`config.mk`:
```
export PLATFORM = sky130hd
export DESIGN_NAME = meter_payment_frame_builder_core
export DESIGN_NICKNAME = d
export VERILOG_FILES = /design/src/rtl/mpfb_pkg.sv /design/src/rtl/meter_payment_frame_builder_core.sv /design/src/rtl/mpfb_cell.sv /design/src/rtl/mpfb_crc.sv
export SDC_FILE = /design/constraint.sdc
export NUM_CORES = 1
export LEC_CHECK = 0
export BUFFER_PORTS_ARGS = -buffer_cell sky130_fd_sc_hd__buf_4
export CAP_MARGIN = 5
export CORE_MARGIN = 5
export CORE_UTILIZATION = 50
export DETAILED_ROUTE_END_ITERATION = 16
export PLACE_DENSITY_LB_ADDON = 0.12
export SYNTH_ARGS = -nofsm -noshare
export SYNTH_HDL_FRONTEND = slang
export SYNTH_SLANG_ARGS = --single-unit
```
`constraint.sdc`:
```
create_clock -name aclk -period 13.5 [get_ports aclk]
set_input_delay 0.675 -clock aclk [delete_from_list [all_inputs] [get_ports aclk]]
set_output_delay 0.675 -clock aclk [all_outputs]
set_load 0.02 [all_outputs]
```
`src/rtl/mpfb_pkg.sv`:
```
// Package for the meter payment frame builder: frame layout constants,
// the beat type carried by the shift cells, the frame builder and the CRC step.
// No dependencies.
package mpfb_pkg;

    localparam int FrameLen  = 45;
    localparam int CrcFirst  = 13;
    localparam int CrcLast   = 41;
    localparam int CrcLoPos  = 42;
    localparam int CrcHiPos  = 43;
    localparam int PosW      = $clog2(FrameLen + 1);

    localparam logic [7:0]  TypeWord  = 8'd102;
    localparam logic [7:0]  LenWord   = 8'h20;
    localparam logic [7:0]  StartMark = 8'h68;
    localparam logic [7:0]  EndMark   = 8'h16;
    localparam logic [15:0] CrcInit   = 16'hFFFF;
    localparam logic [15:0] CrcPoly   = 16'hA001;

    localparam logic [0:0]  RegLinkUp = 1'b0;

    typedef struct packed {
        logic [7:0] data;
        logic       last;
        logic       refused;
    } beat_t;

    typedef logic [FrameLen-1:0][7:0] frame_t;

    function automatic frame_t build_frame(input logic [31:0] dtu, input logic [7:0] mid,
                                           input logic [23:0] pay, input logic [31:0] dly);
        frame_t f;
        f      = '0;
        f[0]   = TypeWord;
        f[4]   = LenWord;
        f[8]   = dtu[7:0];
        f[9]   = dtu[15:8];
        f[10]  = dtu[23:16];
        f[11]  = dtu[31:24];
        f[12]  = mid;
        f[13]  = StartMark;
        f[14]  = mid;
        f[15]  = 8'h20;
        f[16]  = 8'h04;
        f[17]  = 8'h08;
        f[18]  = pay[7:0];
        f[19]  = pay[15:8];
        f[20]  = pay[23:16];
        f[21]  = dly[7:0];
        f[22]  = dly[15:8];
        f[23]  = dly[23:16];
        f[24]  = dly[31:24];
        f[25]  = 8'h06;
        f[27]  = 8'h04;
        f[28]  = 8'h46;
        f[31]  = 8'h32;
        f[44]  = EndMark;
        return f;
    endfunction

    function automatic logic [15:0] crc_step(input logic [15:0] crc_in, input logic [7:0] b);
        logic [15:0] c;
        c = crc_in ^ {8'h00, b};
        for (int k = 0; k < 8; k++) begin
            c = c[0] ? ((c >> 1) ^ CrcPoly) : (c >> 1);
        end
        return c;
    endfunction

endpackage

```
`src/rtl/meter_payment_frame_builder_core.sv`:
```
// Meter payment frame builder top level: holding register, 45-cell shift chain, CRC unit.
// A command is registered in the holding register, then loaded into the chain; bytes
// leave one per cycle while m_ready is high, one cell per beat; a refusal is one beat.
// A held command loads the chain as its last byte leaves, so frames run back to back.
// Synchronous active-low reset empties the chain and holding register, link_up clears to 0.
// Depends on mpfb_pkg, mpfb_cell, mpfb_crc.
module meter_payment_frame_builder_core (
    input  logic        aclk,
    input  logic        aresetn,
    input  logic        psel,
    input  logic        penable,
    input  logic        pwrite,
    input  logic [2:0]  paddr,
    input  logic [31:0] pwdata,
    output logic [31:0] prdata,
    output logic        pready,
    input  logic        s_valid,
    output logic        s_ready,
    input  logic [31:0] s_dtu_id,
    input  logic [7:0]  s_meter_id,
    input  logic [23:0] s_payment,
    input  logic [31:0] s_delay_tenths,
    output logic        m_valid,
    input  logic        m_ready,
    output logic [7:0]  m_frame_byte,
    output logic        m_last_byte,
    output logic        m_refused
);
    import mpfb_pkg::*;

    logic              link_up_reg;
    logic              hold_valid_reg;
    logic              hold_refused_reg;
    logic [31:0]       hold_dtu_reg;
    logic [7:0]        hold_mid_reg;
    logic [23:0]       hold_pay_reg;
    logic [31:0]       hold_dly_reg;
    logic [PosW-1:0]   count_reg;
    logic [PosW-1:0]   count_next;
    logic [PosW-1:0]   pos_reg;
    logic [PosW-1:0]   pos_next;

    logic              s_take;
    logic              m_take;
    logic              load;
    logic              crc_upd;
    logic [15:0]       crc;
    frame_t            frame;
    beat_t             load_beats [FrameLen];
    beat_t             cell_beats [FrameLen+1];
    beat_t             head;

    assign pready = 1'b1;
    assign prdata = (paddr[2:2] == RegLinkUp) ? {31'd0, link_up_reg} : 32'd0;

    assign s_ready = !hold_valid_reg;
    assign s_take  = s_valid && s_ready;
    assign m_valid = (count_reg != '0);
    assign m_take  = m_valid && m_ready;
    assign load    = hold_valid_reg
                     && ((count_reg == '0) || ((count_reg == PosW'(1)) && m_ready));

    assign frame = build_frame(hold_dtu_reg, hold_mid_reg, hold_pay_reg, hold_dly_reg);

    always_comb begin
        for (int i = 0; i < FrameLen; i++) begin
            if (hold_refused_reg) begin
                load_beats[i] = '{data: 8'h00, last: (i == 0), refused: (i == 0)};
            end else begin
                load_beats[i] = '{data: frame[i], last: (i == FrameLen - 1), refused: 1'b0};
            end
        end
    end

    assign cell_beats[FrameLen] = '0;

    for (genvar g = 0; g < FrameLen; g++) begin : g_cell
        mpfb_cell u_cell (
            .aclk      (aclk),
            .load      (load),
            .shift     (m_take),
            .load_beat (load_beats[g]),
            .next_beat (cell_beats[g+1]),
            .beat      (cell_beats[g])
        );
    end

    assign head = cell_beats[0];

    assign crc_upd = m_take && !head.refused
                     && (pos_reg >= PosW'(CrcFirst)) && (pos_reg <= PosW'(CrcLast));

    mpfb_crc u_crc (
        .aclk    (aclk),
        .aresetn (aresetn),
        .init    (load),
        .update  (crc_upd),
        .data    (head.data),
        .crc     (crc)
    );

    always_comb begin
        m_frame_byte = head.data;
        if (!head.refused && (pos_reg == PosW'(CrcLoPos))) begin
            m_frame_byte = crc[7:0];
        end else if (!head.refused && (pos_reg == PosW'(CrcHiPos))) begin
            m_frame_byte = crc[15:8];
        end
    end
    assign m_last_byte = head.last;
    assign m_refused   = head.refused;

    always_comb begin
        count_next = count_reg;
        pos_next   = pos_reg;
        if (load) begin
            count_next = hold_refused_reg ? PosW'(1) : PosW'(FrameLen);
            pos_next   = '0;
        end else if (m_take) begin
            count_next = count_reg - PosW'(1);
            pos_next   = pos_reg + PosW'(1);
        end
    end

    always_ff @(posedge aclk) begin
        if (!aresetn) begin
            link_up_reg    <= 1'b0;
            hold_valid_reg <= 1'b0;
            count_reg      <= '0;
            pos_reg        <= '0;
        end else begin
            if (psel && penable && pwrite && (paddr[2:2] == RegLinkUp)) begin
                link_up_reg <= pwdata[0];
            end
            if (s_take) begin
                hold_valid_reg <= 1'b1;
            end else if (load) begin
                hold_valid_reg <= 1'b0;
            end
            count_reg <= count_next;
            pos_reg   <= pos_next;
        end
    end

    always_ff @(posedge aclk) begin
        if (s_take) begin
            hold_refused_reg <= !link_up_reg;
            hold_dtu_reg     <= s_dtu_id;
            hold_mid_reg     <= s_meter_id;
            hold_pay_reg     <= s_payment;
            hold_dly_reg     <= s_delay_tenths;
        end
    end

endmodule

```
`src/rtl/mpfb_cell.sv`:
```
// One cell of the frame shift chain: holds one beat, loads in parallel or
// takes its neighbour's beat on a shift. Depends on mpfb_pkg.
module mpfb_cell (
    input  logic           aclk,
    input  logic           load,
    input  logic           shift,
    input  mpfb_pkg::beat_t load_beat,
    input  mpfb_pkg::beat_t next_beat,
    output mpfb_pkg::beat_t beat
);
    import mpfb_pkg::*;

    beat_t beat_reg;
    beat_t beat_next;

    always_comb begin
        beat_next = beat_reg;
        if (load) begin
            beat_next = load_beat;
        end else if (shift) begin
            beat_next = next_beat;
        end
    end

    always_ff @(posedge aclk) begin
        beat_reg <= beat_next;
    end

    assign beat = beat_reg;

endmodule

```
`src/rtl/mpfb_crc.sv`:
```
// CRC-16/Modbus accumulator fed one byte per beat from the chain head.
// Depends on mpfb_pkg.
module mpfb_crc (
    input  logic        aclk,
    input  logic        aresetn,
    input  logic        init,
    input  logic        update,
    input  logic [7:0]  data,
    output logic [15:0] crc
);
    import mpfb_pkg::*;

    logic [15:0] crc_reg;
    logic [15:0] crc_next;

    always_comb begin
        crc_next = crc_reg;
        if (init) begin
            crc_next = CrcInit;
        end else if (update) begin
            crc_next = crc_step(crc_reg, data);
        end
    end

    always_ff @(posedge aclk) begin
        if (!aresetn) begin
            crc_reg <= CrcInit;
        end else begin
            crc_reg <= crc_next;
        end
    end

    assign crc = crc_reg;

endmodule

```
### Word-level counts from Yosys, hierarchy flattened

Cells that the tools add are included.

* output and inout port bits: 45
* logic and storage cells: 269
* bits of input ports: 138
* register bits after elaboration: 577

* eq/ne operators: 3
* reductions and logical operators: 21
* order comparisons: 2
* bitwise logic cells: 11
* $add $sub $neg: 2
* multiplexer cells: 85

Operator list (number)
* $mux W10: 60
* $mux W16: 8
* $mux W8: 4
* $mux W9: 3
* $mux W6: 4
* $not A2 Y3: 8
* $xor A16 B8 Y16: 1
* $eq A6 B6 Y1 const B: 2
* $logic_and A1 B1 Y1: 12
* $mux W5: 2
* $mux W7: 1
* $add A6 B1 Y6 const B: 1
* $eq A6 B1 Y1 const B: 1
* $ge A6 B4 Y1 const B: 1
* $le A6 B6 Y1 const B: 1
* $logic_not A6 Y1: 1
* $reduce_bool A6 Y1: 1
* $sub A6 B1 Y6 const B: 1
* $reduce_bool A2 Y1: 2
* $logic_not A1 Y1: 3
* $mux W1: 3
* $not A1 Y1: 2
* $reduce_or A2 Y1: 1
* $logic_or A1 B1 Y1: 1

### Longest topological paths before layout

* word-level depth: 17
* gate-level depth with buffers: 9
* mapped depth without buffers: 7

### Cells and area by module

A second synthesis with hierarchy kept.

* cells, all modules: 1446
* area total of the unflattened synthesis: 26554.2 µm²

Modules (own cells, without submodules)
* mpfb_cell: instances 45, cells an instance 22, area an instance 464.2 µm², sequential area each 300.3 µm²
* meter_payment_frame_builder_core: instances 1, cells an instance 373, area an instance 4853.4 µm², sequential area each 3193.1 µm²
* mpfb_crc: instances 1, cells an instance 83, area an instance 812.0 µm², sequential area each 320.3 µm²

### Least setup slack after synthesis

Ideal clock, no wire load.

* kind: in2reg
* start: in m_ready
* end: reg g_cell[0].u_cell.beat_reg (netlist bit g_cell[0].u_cell.beat[0]) (enable)
* buffers on the path: 3
* slack: 7.239 ns
* data required time: 11.949 ns
* setup time: 1.551 ns
* arrival: 4.710 ns
* cell stages on the path: 6
* cell sequence: a21o_1 > nand3_1 > buf_2 > clkbuf_1 > buf_2 > nand2_1

* word-level cells in the longest chain between the ends: 4
* elaborated cells on any way between the ends: 5
* those cells by class: reduce/logical: 5

RTL lines
* from (decl): RTL line meter_payment_frame_builder_core.sv:24 `input logic m_ready,`
* $logic_and A1 B1 Y1: RTL line meter_payment_frame_builder_core.sv:61 `&& ((count_reg == '0) || ((count_reg == PosW'(1)) && m_ready));`
* $logic_or A1 B1 Y1: RTL line meter_payment_frame_builder_core.sv:61
* $logic_and A1 B1 Y1: RTL line meter_payment_frame_builder_core.sv:61
* $reduce_bool A2 Y1 (no line) *
* to (signal assigned): RTL line mpfb_cell.sv:26 `beat_reg <= beat_next;`
* to (decl): RTL line mpfb_cell.sv:13 `beat_t beat_reg;`

Mark *: on every way between the ends. The rest lies on a longest branch, timed or not.
A chain may end at the register's enable or synchronous reset.

### Final worst setup path

* start: reg count_reg[2]
* end: reg g_cell[21].u_cell.beat_reg (netlist bit g_cell[21].u_cell.beat[1]) (enable)

* word-level cells in the longest chain between the ends: 5
* elaborated cells on any way between the ends: 8
* those cells by class: eq/ne: 1; reduce/logical: 7

RTL lines
* from (decl): RTL line meter_payment_frame_builder_core.sv:38 `logic [PosW-1:0] count_reg;`
* from (signal assigned): RTL line meter_payment_frame_builder_core.sv:140 `count_reg <= count_next;`
* $eq A6 B1 Y1: RTL line meter_payment_frame_builder_core.sv:61
* $logic_and A1 B1 Y1: RTL line meter_payment_frame_builder_core.sv:61
* $logic_or A1 B1 Y1: RTL line meter_payment_frame_builder_core.sv:61
* $logic_and A1 B1 Y1: RTL line meter_payment_frame_builder_core.sv:61
* $reduce_bool A2 Y1 (no line) *
* to (signal assigned): RTL line mpfb_cell.sv:26
* to (decl): RTL line mpfb_cell.sv:13

Marked as above.

==> metrics.txt <==
clock root cell clkbuf_16; area taken by multi-input logic gates 4190 um^2; Static Leakage 7.05 nW; fillers 2542; worst-margin pin slew 1.17 ns; hold endpoint hold_pay_reg[1]; share of final-layout standard cells stronger than drive strength 1 14.1%; number of flip-flops under the largest register name 268; Tcrit/Tclk final 31.0%; setup slack, reg-to-reg 9.31 ns; Critical path origin count_reg[2]; drt wl/cell 15.2 um; result of the run completed; number of max-slew violations in the final report 0; clock latency at the later pin of the worst-skew pair 0.53 ns; number of buffers inserted by port buffering 117; DIE HEIGHT 186 um; accumulated negative setup slack 0 ns; number of vias after detailed routing 8962; Main synth FF type edfxtp_1; area enclosed by the die boundary 34500 um^2; Detailed Routing Iterations Pass 1 5; io pins 183; total routed wirelength 27300 um; Detail Route Antenna Nets 0; maximum clock rate 239 MHz; distinct cell type count of the synthesized netlist 41; cell area after synthesis 15400 um^2; sequential standard cell area 10800 um^2; number of warnings printed during yosys synthesis 0; number of core rows 64; worst r2r src count_reg[2]; clock buffer depth 3; Overflow after GRT 0; vias per cell 4.99; number of cells on the worst hold path 1; last weighted congestion value of the routability-driven placer 0.767; worst reg2reg path endpoint g_cell[21].u_cell.beat[1]; final-layout worst hold slack 0.313 ns; clk_skew 0.0131 ns; DIE WIDTH 186 um; number of setup violations in the final report 0; core box area 30500 um^2; post-CTS setup repair buffer count 0; DRC 0; via count of the first global-routing pass 8800; diodes inserted 0; beginning of the worst hold path s_payment[1]; CTS tree yes; Critical Path Fanout Max 85; r2r worst-path depth 5; number of synthesized flops with an enable pin 289; Max VDD drop 123 uV; WP data arrival 4.33 ns; number of violations of the max-capacitance limit 0; power density over cell area 232 nW/um^2; tightest slew margin relative to the limit 21.6%; flop and latch count out of synthesis 395; # H-tree levels 2; RSZ-0062 raised after global routing false; wire length of the first global-routing pass 44400 um; number of endpoints with negative hold slack in the final report 0; register area share after synthesis 69.9%; path category of the worst min-delay check input port to register; clock tree sinks 395; start-to-end type of the worst setup path register to register; Area Growth Syn to Fin 15.7%; count of nets after finishing 1510; highest-count cells in the layout ignoring fill and taps nand2_1, edfxtp_1, buf_4; post-synthesis average cell area 12.1 um^2; Post-DP HPWL 15600 um; Worst Path Required 13.64 ns; Starting Density 50.6%; kind of start point of the critical path register; element type at the critical path end register; CTS buffer count 42; cts repair resizes 0; initial antenna violation count 0; post-route minimum period 4.19 ns; Clock transition at path regs 0.06 ns; most frequent standard cell in the layout excluding fill and tap cells nand2_1; total routing resource utilization after global routing 15.9%; instance count of the mapped netlist 1273; maximum number of pins on one net before global-route repair 96; drt initial violations 633; count of hold buffers inserted by post-cts repair 0; share of flip-flops with an asynchronous set or reset 0%
-- routing by layer --
| metal | up-vias | track usage, % | part of all wire (%) |
|---|---|---|---|
| met5 | - | 0 | 0 |
| met4 | 0 | 4.28 | 1.9 |
| met3 | 37 | 2.79 | 4.6 |
| met2 | 176 | 25.4 | 47 |
| met1 | 4260 | 22.6 | 46 |
| li1 | 4489 | - | - |
-- cells in the mapped netlist (2+ instances only) --
library cell	count	area share (%)
inv_1	10	0.24
conb_1	2	0.049
or4_1	2	0.097
edfxtp_1	289	56
nand4_1	2	0.081
dfxtp_1	106	14
a21oi_1	89	2.9
clkbuf_1	34	0.83
and2_1	72	2.9
a22o_1	16	0.91
nand2_1	363	8.8
nor4_1	5	0.20
mux2i_1	15	0.97
nor2_1	43	1.0
buf_4	34	1.7
nand3_1	2	0.065
a211oi_1	2	0.097
buf_1	2	0.049
ha_1	6	0.49
o211ai_1	7	0.34
buf_2	39	1.3
a21boi_0	2	0.097
nor2b_1	2	0.081
nand3b_1	85	4.1
xor2_1	12	0.68
xnor2_1	17	0.96
-- cells by family after synthesis --
family	share of synthesized area [%]
simple gates	17.7
xor+xnor	2.06
flops	69.9
buf+inv	4.04
compound gates	4.76
other cells	0.0486
mux	0.972
fa+ha+maj	0.486
-- critical path: stages (launching register included) --
cell and delay (ns):
dfxtp_1 0.35, nor4_1 1.00, nand3_4 0.15, nand2_4 0.41
buf_4 0.82, buf_4 0.96
-- how the worst max path moves through the flow --
stage                           endpoint  slack, ns  cells after the start
2_1_floorplan   g_cell[0].u_cell.beat[0]       7.24                      6
3_3_place_gp   g_cell[21].u_cell.beat[1]       9.30                      8
3_5_place_dp   g_cell[21].u_cell.beat[1]       9.25                      5
4_1_cts        g_cell[22].u_cell.beat[1]       9.23                      5
5_1_grt        g_cell[22].u_cell.beat[1]       8.99                      5
6_report       g_cell[21].u_cell.beat[1]       9.31                      5
-- area by class of cell --
type                            instances  area share (%)
Sequential cell                       395            60.5
Tap cell                              396            2.77
Timing Repair Buffer                  128            5.42
Clock buffer                           52            6.39
Inverter                               10           0.210
Clock inverter                         26            1.31
Multi-Input combinational cell        789            23.4
-- where the power goes --
group          leakage (nW)  switching (mW)  internal [mW]  total [mW]
clock                 0.679           0.455          0.679        1.13
sequential             3.68           0.146           1.91        2.06
combinational          2.70           0.609          0.342       0.951
-- metrics by stage --
stage	power (mW)	instances	setup WS [ns]	cell area, um^2	util (%)
6_report	4.15	1796	9.31	17900	58.6
3_3_place_gp	3.03	1717	9.30	16500	54.0
4_1_cts	4.21	1795	9.23	17800	58.5
2_1_floorplan	2.82	1303	7.24	15600	-
3_5_place_dp	3.05	1717	9.25	16500	54.0
5_1_grt	4.40	1796	8.99	17900	58.6
Power figures use the tool's default switching activity.
